==> src/rau_pkg.sv <==
// ----------------------------------------------------------------------------
// Rational arithmetic unit package
// Shared payload types, operation and status codes, word limits and the
// command and status bundles between the controller and the datapath.
// ----------------------------------------------------------------------------
package rau_pkg;

  // Signed word size that results must fit in.
  localparam int unsigned WORD_BITS = 32;
  // Width of the serial divider operands.
  localparam int unsigned DIV_W     = 32;
  localparam int unsigned DIV_CNT_W = $clog2(DIV_W);

  localparam logic signed [63:0] WORD_MAX64 = (64'sd1 <<< (WORD_BITS - 1)) - 64'sd1;
  localparam logic signed [63:0] WORD_MIN64 = -WORD_MAX64 - 64'sd1;
  localparam logic [DIV_W-1:0]   MAG_POS_MAX = DIV_W'(WORD_MAX64);
  localparam logic [DIV_W-1:0]   MAG_NEG_MAX = DIV_W'(WORD_MAX64) + DIV_W'(1);

  // Operation codes.
  localparam logic [2:0] KIND_ADD   = 3'd0;
  localparam logic [2:0] KIND_SUB   = 3'd1;
  localparam logic [2:0] KIND_MUL   = 3'd2;
  localparam logic [2:0] KIND_DIV   = 3'd3;
  localparam logic [2:0] KIND_NEG   = 3'd4;
  localparam logic [2:0] KIND_RECIP = 3'd5;

  // Status codes.
  localparam logic [1:0] ST_OK   = 2'd0;
  localparam logic [1:0] ST_OVF  = 2'd1;
  localparam logic [1:0] ST_DIVZ = 2'd2;

  // Multiplier step selects.
  localparam logic [1:0] MSTEP_FIRST  = 2'd0;
  localparam logic [1:0] MSTEP_SECOND = 2'd1;
  localparam logic [1:0] MSTEP_DEN    = 2'd2;

  // Divider operand selects.
  localparam logic [1:0] DSEL_GCD = 2'd0;
  localparam logic [1:0] DSEL_NUM = 2'd1;
  localparam logic [1:0] DSEL_DEN = 2'd2;

  typedef struct packed {
    logic [2:0]         kind;
    logic signed [31:0] a_num;
    logic [30:0]        a_den;
    logic signed [31:0] b_num;
    logic [30:0]        b_den;
  } rau_in_t;

  typedef struct packed {
    logic signed [31:0] res_num;
    logic [30:0]        res_den;
    logic [1:0]         status;
  } rau_out_t;

  typedef struct packed {
    logic       load;
    logic       mul_en;
    logic [1:0] mul_step;
    logic       check;
    logic       div_start;
    logic [1:0] div_sel;
    logic       gcd_step;
    logic       qn_store;
    logic       qd_store;
    logic       out_load;
  } rau_cmd_t;

  typedef struct packed {
    logic fail;
    logic y_zero;
    logic div_done;
  } rau_stat_t;

endpackage

==> src/rau_div.sv <==
// ----------------------------------------------------------------------------
// Serial divider
// Restoring unsigned division, one quotient bit per cycle.
// ----------------------------------------------------------------------------
module rau_div (
  input  logic                  clk_i,
  input  logic                  rst_ni,
  input  logic                  start_i,
  input  logic [rau_pkg::DIV_W-1:0] dividend_i,
  input  logic [rau_pkg::DIV_W-1:0] divisor_i,
  output logic                  done_o,
  output logic [rau_pkg::DIV_W-1:0] quo_o,
  output logic [rau_pkg::DIV_W-1:0] rem_o
);
  import rau_pkg::*;

  localparam logic [DIV_CNT_W-1:0] CNT_LAST = DIV_CNT_W'(DIV_W - 1);

  logic                 busy_q, busy_d;
  logic [DIV_CNT_W-1:0] cnt_q, cnt_d;
  logic [DIV_W-1:0]     rem_q, rem_d;
  logic [DIV_W-1:0]     quo_q, quo_d;
  logic [DIV_W-1:0]     dvs_q, dvs_d;
  logic [DIV_W:0]       rem_shift;
  logic [DIV_W:0]       rem_trial;

  // One restoring step: shift in the next dividend bit and try a subtract.
  assign rem_shift = {rem_q, quo_q[DIV_W-1]};
  assign rem_trial = rem_shift - {1'b0, dvs_q};

  always_comb begin
    busy_d = busy_q;
    cnt_d  = cnt_q;
    rem_d  = rem_q;
    quo_d  = quo_q;
    dvs_d  = dvs_q;
    if (start_i) begin
      busy_d = 1'b1;
      cnt_d  = '0;
      rem_d  = '0;
      quo_d  = dividend_i;
      dvs_d  = divisor_i;
    end else if (busy_q) begin
      if (!rem_trial[DIV_W]) begin
        rem_d = rem_trial[DIV_W-1:0];
        quo_d = {quo_q[DIV_W-2:0], 1'b1};
      end else begin
        rem_d = rem_shift[DIV_W-1:0];
        quo_d = {quo_q[DIV_W-2:0], 1'b0};
      end
      cnt_d = cnt_q + DIV_CNT_W'(1);
      if (cnt_q == CNT_LAST) begin
        busy_d = 1'b0;
      end
    end
  end

  // Control state.
  always_ff @(posedge clk_i or negedge rst_ni) begin
    if (!rst_ni) begin
      busy_q <= 1'b0;
      cnt_q  <= '0;
    end else begin
      busy_q <= busy_d;
      cnt_q  <= cnt_d;
    end
  end

  // Working registers.
  always_ff @(posedge clk_i) begin
    rem_q <= rem_d;
    quo_q <= quo_d;
    dvs_q <= dvs_d;
  end

  // Done is a one-cycle pulse, registered in the cycle after the last step.
  logic done_q;
  always_ff @(posedge clk_i or negedge rst_ni) begin
    if (!rst_ni) begin
      done_q <= 1'b0;
    end else begin
      done_q <= busy_q && !start_i && (cnt_q == CNT_LAST);
    end
  end

  assign done_o = done_q;
  assign quo_o  = quo_q;
  assign rem_o  = rem_q;

  // A new division never starts over one in flight.
  a_no_restart: assert property (@(posedge clk_i) disable iff (!rst_ni)
    start_i |-> !busy_q) else $error("divider restarted while busy");
  a_start_busy: assert property (@(posedge clk_i) disable iff (!rst_ni)
    start_i |=> busy_q) else $error("divider did not go busy");
  a_last_step: assert property (@(posedge clk_i) disable iff (!rst_ni)
    (busy_q && cnt_q == CNT_LAST) |=> (!busy_q && done_q))
    else $error("divider did not finish after the last step");

endmodule

==> src/rau_dp.sv <==
// ----------------------------------------------------------------------------
// Rational arithmetic datapath
// Operand registers, shared multiplier, range check, Euclid registers,
// serial divider and the result register.
// ----------------------------------------------------------------------------
module rau_dp (
  input  logic               clk_i,
  input  logic               rst_ni,
  input  rau_pkg::rau_in_t   in_data_i,
  input  rau_pkg::rau_cmd_t  cmd_i,
  output rau_pkg::rau_stat_t stat_o,
  output rau_pkg::rau_out_t  out_data_o
);
  import rau_pkg::*;

  rau_in_t            op_q;
  logic signed [63:0] p1_q, p2_q, p3_q;
  logic signed [31:0] mul_a, mul_b;
  logic signed [63:0] prod;
  logic signed [31:0] ad_s, bd_s;
  logic signed [63:0] an_x, ad_x;
  logic signed [63:0] n64, d64;
  logic [63:0]        n_mag, d_mag;
  logic [1:0]         st_chk;
  logic [1:0]         st_q;
  logic               sign_q;
  logic [DIV_W-1:0]   x_q, y_q, mn_q, md_q, qn_q, qd_q;
  logic [DIV_W-1:0]   dvd, dvs, quo, rem;
  logic               div_done;
  rau_out_t           res_d, res_q;
  logic               ovf;

  // Operand capture.
  always_ff @(posedge clk_i) begin
    if (cmd_i.load) begin
      op_q <= in_data_i;
    end
  end

  assign ad_s = {1'b0, op_q.a_den};
  assign bd_s = {1'b0, op_q.b_den};

  // Shared multiplier operand selection, one product per step.
  always_comb begin
    mul_a = op_q.a_num;
    mul_b = bd_s;
    unique case (cmd_i.mul_step)
      MSTEP_FIRST: begin
        mul_a = op_q.a_num;
        mul_b = (op_q.kind == KIND_MUL) ? op_q.b_num : bd_s;
      end
      MSTEP_SECOND: begin
        mul_a = op_q.b_num;
        mul_b = ad_s;
      end
      MSTEP_DEN: begin
        mul_a = ad_s;
        mul_b = (op_q.kind == KIND_DIV) ? op_q.b_num : bd_s;
      end
      default: begin
        mul_a = op_q.a_num;
        mul_b = bd_s;
      end
    endcase
  end

  assign prod = 64'(mul_a) * 64'(mul_b);

  always_ff @(posedge clk_i) begin
    if (cmd_i.mul_en) begin
      case (cmd_i.mul_step)
        MSTEP_FIRST:  p1_q <= prod;
        MSTEP_SECOND: p2_q <= prod;
        default:      p3_q <= prod;
      endcase
    end
  end

  // Raw numerator and denominator.
  assign an_x = 64'(op_q.a_num);
  assign ad_x = {33'b0, op_q.a_den};

  always_comb begin
    n64 = p1_q;
    d64 = p3_q;
    case (op_q.kind)
      KIND_ADD: n64 = p1_q + p2_q;
      KIND_SUB: n64 = p1_q - p2_q;
      KIND_NEG: begin
        n64 = -an_x;
        d64 = ad_x;
      end
      KIND_RECIP: begin
        if (op_q.a_num < 0) begin
          n64 = -ad_x;
          d64 = -an_x;
        end else begin
          n64 = ad_x;
          d64 = an_x;
        end
      end
      default: n64 = p1_q;
    endcase
  end

  // Status before reduction; the invalid operation check comes first, then zero denominators.
  always_comb begin
    st_chk = ST_OK;
    if (op_q.kind > KIND_RECIP) begin
      st_chk = ST_OVF;
    end else if (op_q.a_den == '0 || (op_q.kind < KIND_NEG && op_q.b_den == '0)) begin
      st_chk = ST_DIVZ;
    end else if (op_q.kind == KIND_DIV && op_q.b_num == '0) begin
      st_chk = ST_DIVZ;
    end else if (op_q.kind == KIND_RECIP && op_q.a_num == '0) begin
      st_chk = ST_DIVZ;
    end else if (n64 < WORD_MIN64 || n64 > WORD_MAX64 ||
                 d64 < WORD_MIN64 || d64 > WORD_MAX64) begin
      st_chk = ST_OVF;
    end
  end

  assign n_mag = n64[63] ? -n64 : n64;
  assign d_mag = d64[63] ? -d64 : d64;

  // Divider operand selection.
  always_comb begin
    dvd = x_q;
    dvs = y_q;
    case (cmd_i.div_sel)
      DSEL_NUM: begin
        dvd = mn_q;
        dvs = x_q;
      end
      DSEL_DEN: begin
        dvd = md_q;
        dvs = x_q;
      end
      default: begin
        dvd = x_q;
        dvs = y_q;
      end
    endcase
  end

  rau_div u_div (
    .clk_i      (clk_i),
    .rst_ni     (rst_ni),
    .start_i    (cmd_i.div_start),
    .dividend_i (dvd),
    .divisor_i  (dvs),
    .done_o     (div_done),
    .quo_o      (quo),
    .rem_o      (rem)
  );

  // Range check results and Euclid registers.
  always_ff @(posedge clk_i) begin
    if (cmd_i.check) begin
      st_q   <= st_chk;
      sign_q <= n64[63] ^ d64[63];
      x_q    <= n_mag[DIV_W-1:0];
      y_q    <= d_mag[DIV_W-1:0];
      mn_q   <= n_mag[DIV_W-1:0];
      md_q   <= d_mag[DIV_W-1:0];
    end else if (cmd_i.gcd_step) begin
      x_q <= y_q;
      y_q <= rem;
    end
    if (cmd_i.qn_store) begin
      qn_q <= quo;
    end
    if (cmd_i.qd_store) begin
      qd_q <= quo;
    end
  end

  // Final sign placement and range check of the reduced values.
  assign ovf = (qd_q > MAG_POS_MAX) || (sign_q ? (qn_q > MAG_NEG_MAX) : (qn_q > MAG_POS_MAX));

  always_comb begin
    res_d = '0;
    if (st_q != ST_OK) begin
      res_d.status = st_q;
    end else if (ovf) begin
      res_d.status = ST_OVF;
    end else begin
      res_d.res_num = sign_q ? -$signed(qn_q) : $signed(qn_q);
      res_d.res_den = qd_q[30:0];
      res_d.status  = ST_OK;
    end
  end

  always_ff @(posedge clk_i) begin
    if (cmd_i.out_load) begin
      res_q <= res_d;
    end
  end

  assign stat_o.fail     = (st_chk != ST_OK);
  assign stat_o.y_zero   = (y_q == '0);
  assign stat_o.div_done = div_done;
  assign out_data_o      = res_q;

endmodule

==> src/rau_ctrl.sv <==
// ----------------------------------------------------------------------------
// Rational arithmetic controller
// Sequences the multiplier steps, range check, Euclid loop, the two final
// divisions and the output handshake.
// ----------------------------------------------------------------------------
module rau_ctrl (
  input  logic               clk_i,
  input  logic               rst_ni,
  input  logic               in_valid_i,
  output logic               in_stall_o,
  output logic               out_valid_o,
  input  logic               out_stall_i,
  input  rau_pkg::rau_stat_t stat_i,
  output rau_pkg::rau_cmd_t  cmd_o
);
  import rau_pkg::*;

  localparam logic [3:0] S_IDLE  = 4'd0;
  localparam logic [3:0] S_MUL0  = 4'd1;
  localparam logic [3:0] S_MUL1  = 4'd2;
  localparam logic [3:0] S_MUL2  = 4'd3;
  localparam logic [3:0] S_CHECK = 4'd4;
  localparam logic [3:0] S_GCD   = 4'd5;
  localparam logic [3:0] S_GCDW  = 4'd6;
  localparam logic [3:0] S_DIVN  = 4'd7;
  localparam logic [3:0] S_DIVNW = 4'd8;
  localparam logic [3:0] S_DIVD  = 4'd9;
  localparam logic [3:0] S_DIVDW = 4'd10;
  localparam logic [3:0] S_DONE  = 4'd11;

  logic [3:0] state_q, state_d;
  logic       out_valid_q, out_valid_d;
  logic       in_acc;
  logic       out_free;

  assign in_stall_o = (state_q != S_IDLE);
  assign in_acc     = in_valid_i && (state_q == S_IDLE);
  assign out_free   = !out_valid_q || !out_stall_i;

  // Next state and commands.
  always_comb begin
    state_d = state_q;
    cmd_o   = '0;
    unique case (state_q)
      S_IDLE: begin
        if (in_acc) begin
          cmd_o.load = 1'b1;
          state_d    = S_MUL0;
        end
      end
      S_MUL0: begin
        cmd_o.mul_en   = 1'b1;
        cmd_o.mul_step = MSTEP_FIRST;
        state_d        = S_MUL1;
      end
      S_MUL1: begin
        cmd_o.mul_en   = 1'b1;
        cmd_o.mul_step = MSTEP_SECOND;
        state_d        = S_MUL2;
      end
      S_MUL2: begin
        cmd_o.mul_en   = 1'b1;
        cmd_o.mul_step = MSTEP_DEN;
        state_d        = S_CHECK;
      end
      S_CHECK: begin
        cmd_o.check = 1'b1;
        state_d     = stat_i.fail ? S_DONE : S_GCD;
      end
      S_GCD: begin
        if (stat_i.y_zero) begin
          state_d = S_DIVN;
        end else begin
          cmd_o.div_start = 1'b1;
          cmd_o.div_sel   = DSEL_GCD;
          state_d         = S_GCDW;
        end
      end
      S_GCDW: begin
        cmd_o.div_sel = DSEL_GCD;
        if (stat_i.div_done) begin
          cmd_o.gcd_step = 1'b1;
          state_d        = S_GCD;
        end
      end
      S_DIVN: begin
        cmd_o.div_start = 1'b1;
        cmd_o.div_sel   = DSEL_NUM;
        state_d         = S_DIVNW;
      end
      S_DIVNW: begin
        cmd_o.div_sel = DSEL_NUM;
        if (stat_i.div_done) begin
          cmd_o.qn_store = 1'b1;
          state_d        = S_DIVD;
        end
      end
      S_DIVD: begin
        cmd_o.div_start = 1'b1;
        cmd_o.div_sel   = DSEL_DEN;
        state_d         = S_DIVDW;
      end
      S_DIVDW: begin
        cmd_o.div_sel = DSEL_DEN;
        if (stat_i.div_done) begin
          cmd_o.qd_store = 1'b1;
          state_d        = S_DONE;
        end
      end
      S_DONE: begin
        if (out_free) begin
          cmd_o.out_load = 1'b1;
          state_d        = S_IDLE;
        end
      end
      default: state_d = S_IDLE;
    endcase
  end

  // Output valid: set on a load, cleared when the beat is taken.
  always_comb begin
    out_valid_d = out_valid_q;
    if (out_valid_q && !out_stall_i) begin
      out_valid_d = 1'b0;
    end
    if (cmd_o.out_load) begin
      out_valid_d = 1'b1;
    end
  end

  always_ff @(posedge clk_i or negedge rst_ni) begin
    if (!rst_ni) begin
      state_q     <= S_IDLE;
      out_valid_q <= 1'b0;
    end else begin
      state_q     <= state_d;
      out_valid_q <= out_valid_d;
    end
  end

  assign out_valid_o = out_valid_q;

  a_accept_mul: assert property (@(posedge clk_i) disable iff (!rst_ni)
    in_acc |=> (state_q == S_MUL0)) else $error("accepted beat did not start");
  a_no_overwrite: assert property (@(posedge clk_i) disable iff (!rst_ni)
    cmd_o.out_load |-> (!out_valid_q || !out_stall_i))
    else $error("result register overwritten while stalled");
  a_gcd_loop: assert property (@(posedge clk_i) disable iff (!rst_ni)
    (state_q == S_GCDW && stat_i.div_done) |=> (state_q == S_GCD))
    else $error("Euclid loop did not return");

endmodule

==> src/rational_arithmetic_unit_core.sv <==
// Sequence: an item holds the unit for the multiplier steps and range check,
// then one serial division per Euclid remainder step (at least one), then the
// two final divisions; overflow and division by zero cases go from the range
// check straight to the result. The result beat is then registered for output.
// One beat at a time; all divisions use the shared 32-step serial divider.
// Reset: asynchronous, active low; clears the controller and divider control.
// ----------------------------------------------------------------------------
// Rational arithmetic unit
// Adds, subtracts, multiplies, divides, negates or inverts fractions and
// reduces the result by the Euclidean GCD.
// ----------------------------------------------------------------------------
module rational_arithmetic_unit_core (
  input  logic              clk_i,
  input  logic              rst_ni,
  input  logic              in_valid_i,
  output logic              in_stall_o,
  input  rau_pkg::rau_in_t  in_data_i,
  output logic              out_valid_o,
  input  logic              out_stall_i,
  output rau_pkg::rau_out_t out_data_o
);
  import rau_pkg::*;

  rau_cmd_t  cmd;
  rau_stat_t stat;

  rau_ctrl u_ctrl (
    .clk_i       (clk_i),
    .rst_ni      (rst_ni),
    .in_valid_i  (in_valid_i),
    .in_stall_o  (in_stall_o),
    .out_valid_o (out_valid_o),
    .out_stall_i (out_stall_i),
    .stat_i      (stat),
    .cmd_o       (cmd)
  );

  rau_dp u_dp (
    .clk_i      (clk_i),
    .rst_ni     (rst_ni),
    .in_data_i  (in_data_i),
    .cmd_i      (cmd),
    .stat_o     (stat),
    .out_data_o (out_data_o)
  );

endmodule

==> config.mk <==
export PLATFORM = sky130hd
export DESIGN_NAME = rational_arithmetic_unit_core
export DESIGN_NICKNAME = d
export VERILOG_FILES = /design/src/rau_pkg.sv /design/src/rau_div.sv /design/src/rau_dp.sv /design/src/rau_ctrl.sv /design/src/rational_arithmetic_unit_core.sv
export SDC_FILE = /design/constraint.sdc
export NUM_CORES = 2
export LEC_CHECK = 0
export BUFFER_PORTS_ARGS = -buffer_cell sky130_fd_sc_hd__buf_2
export CAP_MARGIN = 20
export CORE_MARGIN = 2
export CORE_UTILIZATION = 52
export CTS_CLUSTER_DIAMETER = 80
export CTS_CLUSTER_SIZE = 25
export DETAILED_ROUTE_END_ITERATION = 6
export PLACE_DENSITY_LB_ADDON = 0.08
export SETUP_SLACK_MARGIN = 0.02
export SLEW_MARGIN = 5
export SYNTH_ARGS = -nofsm -noshare
export SYNTH_HDL_FRONTEND = slang
export SYNTH_SLANG_ARGS = --single-unit
export TNS_END_PERCENT = 20
==> constraint.sdc <==
create_clock -name clk_i -period 12.9 [get_ports clk_i]
set_input_delay 0.645 -clock clk_i [delete_from_list [all_inputs] [get_ports clk_i]]
set_output_delay 0.645 -clock clk_i [all_outputs]
set_load 0.05 [all_outputs]
After elaboration in Yosys (flattened, before gate mapping)
Cells that the tools add are included.
{"block": "classes", "addsub": 9, "mul": 1, "n_div": 0, "order_cmp": 10, "n_eq_ne": 26, "n_shift": 0, "muxes": 57, "bitwise": 2, "n_reduce_logical": 40}
{"op": "32-bit two-way mux", "count": 13}
{"op": "64-bit one-hot mux with 4 select lines", "count": 1}
{"op": "64-bit by 32-bit > comparator with 1-bit output, second input constant", "count": 2}
{"op": "64-bit by 32-bit < comparator with 1-bit output, second input constant", "count": 2}
{"op": "64-bit two-way mux", "count": 2}
{"op": "32-bit one-hot mux with 2 select lines", "count": 2}
{"op": "64-bit one-hot mux with 2 select lines", "count": 1}
{"op": "32-bit logical NOT", "count": 3}
{"op": "32-bit negator", "count": 3}
{"op": "32-bit one-hot mux with 3 select lines", "count": 1}
{"op": "64-bit adder", "count": 1}
{"op": "32-bit by 31-bit > comparator with 1-bit output, second input constant", "count": 2}
{"op": "32-bit by 32-bit multiplier with 64-bit output", "count": 1}
{"op": "31-bit negator with 64-bit output", "count": 1}
{"op": "32-bit negator with 64-bit output", "count": 1}
{"op": "64-bit subtractor", "count": 1}
{"op": "31-bit logical NOT", "count": 2}
{"op": "4-bit one-hot mux with 12 select lines", "count": 1}
{"op": "33-bit by 32-bit subtractor with 33-bit output", "count": 1}
{"op": "32-bit > comparator, second input constant", "count": 1}
{"op": "32-bit by 1-bit < comparator with 1-bit output, second input constant", "count": 1}
{"op": "4-bit two-way mux", "count": 6}
{"op": "1-bit two-way mux", "count": 19}
{"op": "4-bit by 3-bit equality test with 1-bit output, second input constant", "count": 4}
{"op": "other kinds (32)", "count": 73}
{"block": "word_totals", "regBits": 689, "latchBits": 0, "ramBits": 0, "mem_bits_ro": 0, "input_bits": 133, "n_memories": 0}

Logic depth before layout (Yosys ltp)
{"block": "logic_depth", "ltp_word": 15, "ltp_mapped": 46, "ltp_nobuf": 41}

Cells and area by module
A second synthesis with hierarchy kept.
{"block": "hier_totals", "cells_unflattened": 7798, "hier_area_um2": 76448.3}
{"module": "rau_dp", "n_inst": 1, "cells_per_inst": 7174, "area_each_um2": 69928.3, "seq_area_each_um2": 17446.7}
{"module": "rau_div", "n_inst": 1, "cells_per_inst": 566, "area_each_um2": 6078.3, "seq_area_each_um2": 2737.6}
{"module": "rau_ctrl", "n_inst": 1, "cells_per_inst": 58, "area_each_um2": 441.7, "seq_area_each_um2": 125.1}

Worst setup path after synthesis
No wires, ideal clock.
{"block": "synth_path", "path_kind": "register to register", "from": "reg u_dp.op_q[126] (netlist bit)", "to": "reg u_dp.p1_q[63], data pin", "setup_time_ns": 0.269, "t_arrival_ns": 10.960, "setup_slack_ns": 1.671, "stages_incl_launch_ff": 43, "n_path_buf": 10, "synth_period_minus_slack_ns": 11.229, "cell_sequence": "edfxtp_1 > clkbuf_1 > buf_2 > buf_1 > clkbuf_1 > buf_1 > buf_1 > clkbuf_1 > mux2i_1 > nor3_1 > clkbuf_1 > a22oi_1 > nand2_1 > clkbuf_1 > buf_1 > nand2_1 > fa_1 > inv_1 > (+7 left out) > fa_1 > inv_1 > fa_1 > inv_1 > ha_1 > o21a_1 > a211oi_1 > o221ai_1 > o41ai_1 > o31ai_1 > a21o_1 > o221a_2 > o21ai_0 > nor2b_1 > o21ai_0 > a221o_1 > a21oi_1 > xnor2_1"}
{"block": "synth_via", "elab_chain_cells": 4, "word_cells_on_any_way": 6, "cone_classes": "mul: 1; eq/ne: 2; mux: 3"}
{"element": "from (decl)", "line": "rau_dp.sv:16", "rtl": "rau_in_t op_q;"}
{"element": "from (signal assigned)", "line": "rau_dp.sv:36", "rtl": "op_q <= in_data_i;"}
{"element": "3-bit by 2-bit equality test with 1-bit output, on equally long branches", "line": "rau_dp.sv:58, rau_dp.sv:50"}
{"element": "32-bit two-way mux, on equally long branches", "line": "rau_dp.sv:58, rau_dp.sv:50"}
{"element": "32-bit one-hot mux with 3 select lines *", "line": "rau_dp.sv:47", "rtl": "unique case (cmd_i.mul_step)"}
{"element": "32-bit by 32-bit multiplier with 64-bit output *", "line": "rau_dp.sv:67", "rtl": "assign prod = 64'(mul_a) * 64'(mul_b);"}
{"element": "named net u_dp.prod[63]", "line": "rau_dp.sv:19", "rtl": "logic signed [63:0] prod;"}
{"element": "to (signal assigned)", "line": "rau_dp.sv:72", "rtl": "MSTEP_FIRST: p1_q <= prod;"}
{"element": "to (decl)", "line": "rau_dp.sv:17", "rtl": "logic signed [63:0] p1_q, p2_q, p3_q;"}
Mark *: on every way through the listed nets, which the timed path passes. The rest lies on a longest branch.
A chain may end at the register's enable or synchronous reset.

Final worst setup path
{"block": "layout_path", "from": "reg u_ctrl.state_q[0]", "to": "reg u_dp.p3_q[62], data pin"}
{"block": "layout_via", "elab_chain_cells": 5, "word_cells_on_any_way": 10, "cone_classes": "mul: 1; eq/ne: 5; mux: 3; reduce/logical: 1"}
{"element": "from (decl)", "line": "rau_ctrl.sv:31", "rtl": "logic [3:0] state_q, state_d;"}
{"element": "from (signal assigned)", "line": "rau_ctrl.sv:136", "rtl": "state_q <= state_d;"}
{"element": "4-bit by 2-bit equality test with 1-bit output or 4-bit by 1-bit equality test with 1-bit output (tied branches)", "line": "rau_ctrl.sv:44", "rtl": "unique case (state_q)"}
{"element": "3-bit one-hot mux with 3 select lines *", "line": "rau_ctrl.sv:44"}
{"element": "2-bit equality test, or another cell as far along", "line": "rau_dp.sv:47"}
{"element": "32-bit one-hot mux with 3 select lines or 32-bit one-hot mux with 2 select lines (tied branches)", "line": "rau_dp.sv:47"}
{"element": "32-bit by 32-bit multiplier with 64-bit output *", "line": "rau_dp.sv:67"}
{"element": "named net u_dp.prod[62]", "line": "rau_dp.sv:19"}
{"element": "to (signal assigned)", "line": "rau_dp.sv:74", "rtl": "default: p3_q <= prod;"}
{"element": "to (decl)", "line": "rau_dp.sv:17"}
Marked as above.

==> run metrics <==
worst path bufs/invs 8; Simple-Gate Fraction of Synth Area 0.145; worst path required time 13.32 ns; clk sink count 689; mean post-synth cell area 9.53 um2; Root Driver clkbuf_16; core area 0.144 mm2; FP Rows 139; largest family of logic cells by synthesized area adder cells; XOR/XNOR share of the synthesized area 0.0398; failing checks design-rule violations; worst reg2reg endpoint u_dp.p3_q[62]; slowest CP cell a22oi_1; post-layout minimum cycle time 12.26 ns; Highest Clock Rate around 80 MHz; Slew Limit Fails 0; Yosys warnings 0; CTS Buf Count 38; Detail Placement HPWL 234000 um; Yosys reg bits around 700; share of post-route cells with drive strength above 1 0.0751; initial antenna violation count 29; Clk Latency, worst-skew pair 0.63 ns; H-Tree Depth 2; setup total negative slack 0 ns; vias in the first global route 59500; Synth top area share 0.287; worst-path fanout max 22; die area 0.149 mm2; cell depth of the worst setup path 39; DR iter-0 viols ~7600; Main synth FF type edfxtp_1; Final GP Congestion 1.01; Die Width 386 um; status finished, violations left; fillers 12900; clock tree from TritonCTS yes; crit end category flop; number of enable flip-flop cells after synthesis 645; FF-to-FF path depth 39; Mapped Cells 7942; relative slew slack 0.152; IO Port Bufs 199; max incr delay on CP 0.68 ns; drc violations 18; Routed Antenna Nets 0; Via density 6.16; commonest non-fill, non-tap cell in the layout inv_1; starting density of the core 0.526; Die Y 386 um; 1st-pass router iterations 7; Synth-to-Final Area Change 6.45%; pin count of the biggest net entering global routing 80; RSZ-0062 raised after global routing no; Clock transition at path regs 0.10 ns; grt total ovfl 0; syn nets 9491; PwrDens ~48 mW/mm2; adder-cell share of the synthesized area 0.342; CP Class reg -> reg; final net count 9526; compound-cell area share of the yosys netlist 0.108; Setup Viol. Count Final 0; FF-to-FF setup slack 0.64 ns; Worst Setup EP u_dp.p3_q[62]; data arrival time of the critical path 12.69 ns; Worst Setup SP u_ctrl.state_q[0]; final hold vios 0; Hold WC Path Type in -> reg; total global-route track usage 0.386; delay-heaviest family, CP adder cells; Setup crit start kind flop; FF-to-FF Start u_ctrl.state_q[0]; CTS resizes 0; Critical Path Most Common Cell fa_1; Synth cell types 99; post-synthesis sequential area ratio 0.268; most frequent cells in the layout 1246 x inv_1, 1129 x nand2_1, 1084 x fa_1; mux contribution to synthesized area 0.0153; clock buffer depth 3; first-pass GRT wire length 413000 um; LEAKAGE 35.0 nW; routed len/inst 28.9 um; fin crit share 0.951; drt total wl 286000 um; Vias approximately 61000; Synth area leaders fa_1 29%, edfxtp_1 26%, inv_1 6.2%, nand2_1 5.6%, ha_1 5.5%; max cap viols 0; largest area contributor in the netlist fa_1; Async SR Flop Fraction 0.0174; I/O Pins 200; Final Util 0.560; Synth Cell Area approximately 0.076 mm2; clock skew 0.0270 ns; worst slew pin tran about 1.3 ns; VDD IR max 0.0000943 V
## synthesized netlist by cell type (96+ instances only)
library cell / number
inv_1: 1246
nand2_1: 1131
fa_1: 1084
edfxtp_1: 645
nor2_1: 644
a21oi_1: 367
clkbuf_1: 347
ha_1: 332
o21ai_0: 269
xnor2_1: 187
xor2_1: 157
nor3_1: 114
a21o_1: 103
a22oi_1: 96
## registers in the layout (all words and copies together) (netlist names), 32 cells and up
signal,cells
u_dp.u_div.dvs_q,32
u_dp.p1_q,64
u_dp.u_div.quo_o,32
u_dp.out_data_o,65
u_dp.x_q,32
u_dp.mn_q,32
u_dp.p3_q,64
u_dp.u_div.rem_o,32
u_dp.y_q,32
u_dp.op_q,35
u_dp.md_q,32
u_dp.p2_q,64
u_dp.an_x,32
u_dp.qn_q,32
u_dp.qd_q,32
## how the worst min path moves through the flow
stage	start	depth (start not counted)	slack, ns	end
after CTS	in_data_i[102]	1	0.16	u_dp.an_x[8]
after global routing	in_data_i[126]	1	0.17	u_dp.op_q[126]
after floorplan	rst_ni	0	0.35	u_ctrl.out_valid_o
final	in_data_i[128]	1	0.19	u_dp.op_q[128]
after detailed placement	u_dp.u_div.quo_o[14]	0	0.47	u_dp.qn_q[14]
after global placement	u_dp.u_div.quo_o[14]	0	0.47	u_dp.qn_q[14]
## cell families after synthesis
| kind of cell | after synthesis |
|---|---|
| fa+ha+maj | 1416 |
| buf+inv | 1645 |
| flops | 689 |
| compound gates | 1266 |
| xor+xnor | 344 |
| simple gates | 2474 |
| mux | 108 |
## metrics by stage
stage	instance area (um2)	power, mW	hold slack [ns]	cells	setup WS [ns]
after global routing	80500	3.94	0.172	9904	0.0422
after global placement	79200	2.49	0.466	9830	1.08
after floorplan	75700	2.46	0.349	7942	1.67
after CTS	80500	3.87	0.161	9899	0.921
after detailed placement	79200	2.49	0.468	9834	0.977
final	80600	3.85	0.190	9918	0.635
## power by group
part | total, mW | switching (mW) | leakage (nW) | internal [mW]
Clock | 1.41 | 0.805 | 0.589 | 0.606
Combinational | 0.0309 | 0.0165 | 28.6 | 0.0143
Sequential | 2.41 | 0.0000000000000000139 | 5.76 | 2.41
## worst reg2reg max path, delay by kind of cell, from the launching register on
family	cells	cell delay, ns
adder cells (fa/ha/maj)	10	4.53
AND/OR/NAND/NOR	13	3.45
AO/OA/AOI/OAI	6	2.04
buffers and inverters	8	1.06
flip-flops	1	0.49
XOR/XNOR	1	0.26
multiplexers	1	0.23
## per-layer routing
metal / track usage / vias to the layer above / routed length [um]
met3: 0.0938 / 565 / 32100
met1: 0.555 / 31100 / 118000
li1: - / 26100 / -
met2: 0.575 / 3363 / 125000
met5: 0 / - / 66
met4: 0.126 / 10 / 11300
## final cells by class
cell class,instances,area [um2],area share
inverters,1249,4690,0.0582
clock inverters,14,214,0.00266
flip-flops and latches,689,20300,0.252
well taps,1903,2380,0.0296
diodes,14,35.0,0.000435
repair buffers,391,2530,0.0314
clock buffers,50,1010,0.0125
multi-input cells,5608,49400,0.613
## timing repair
action                                 4_1_cts  5_1_grt
setup endpoints to repair                    0        0
endpoints found under the hold margin       12        0
setup buffers                                0        0
hold buffers                                 1        0
(Power assumes the default switching activity.)
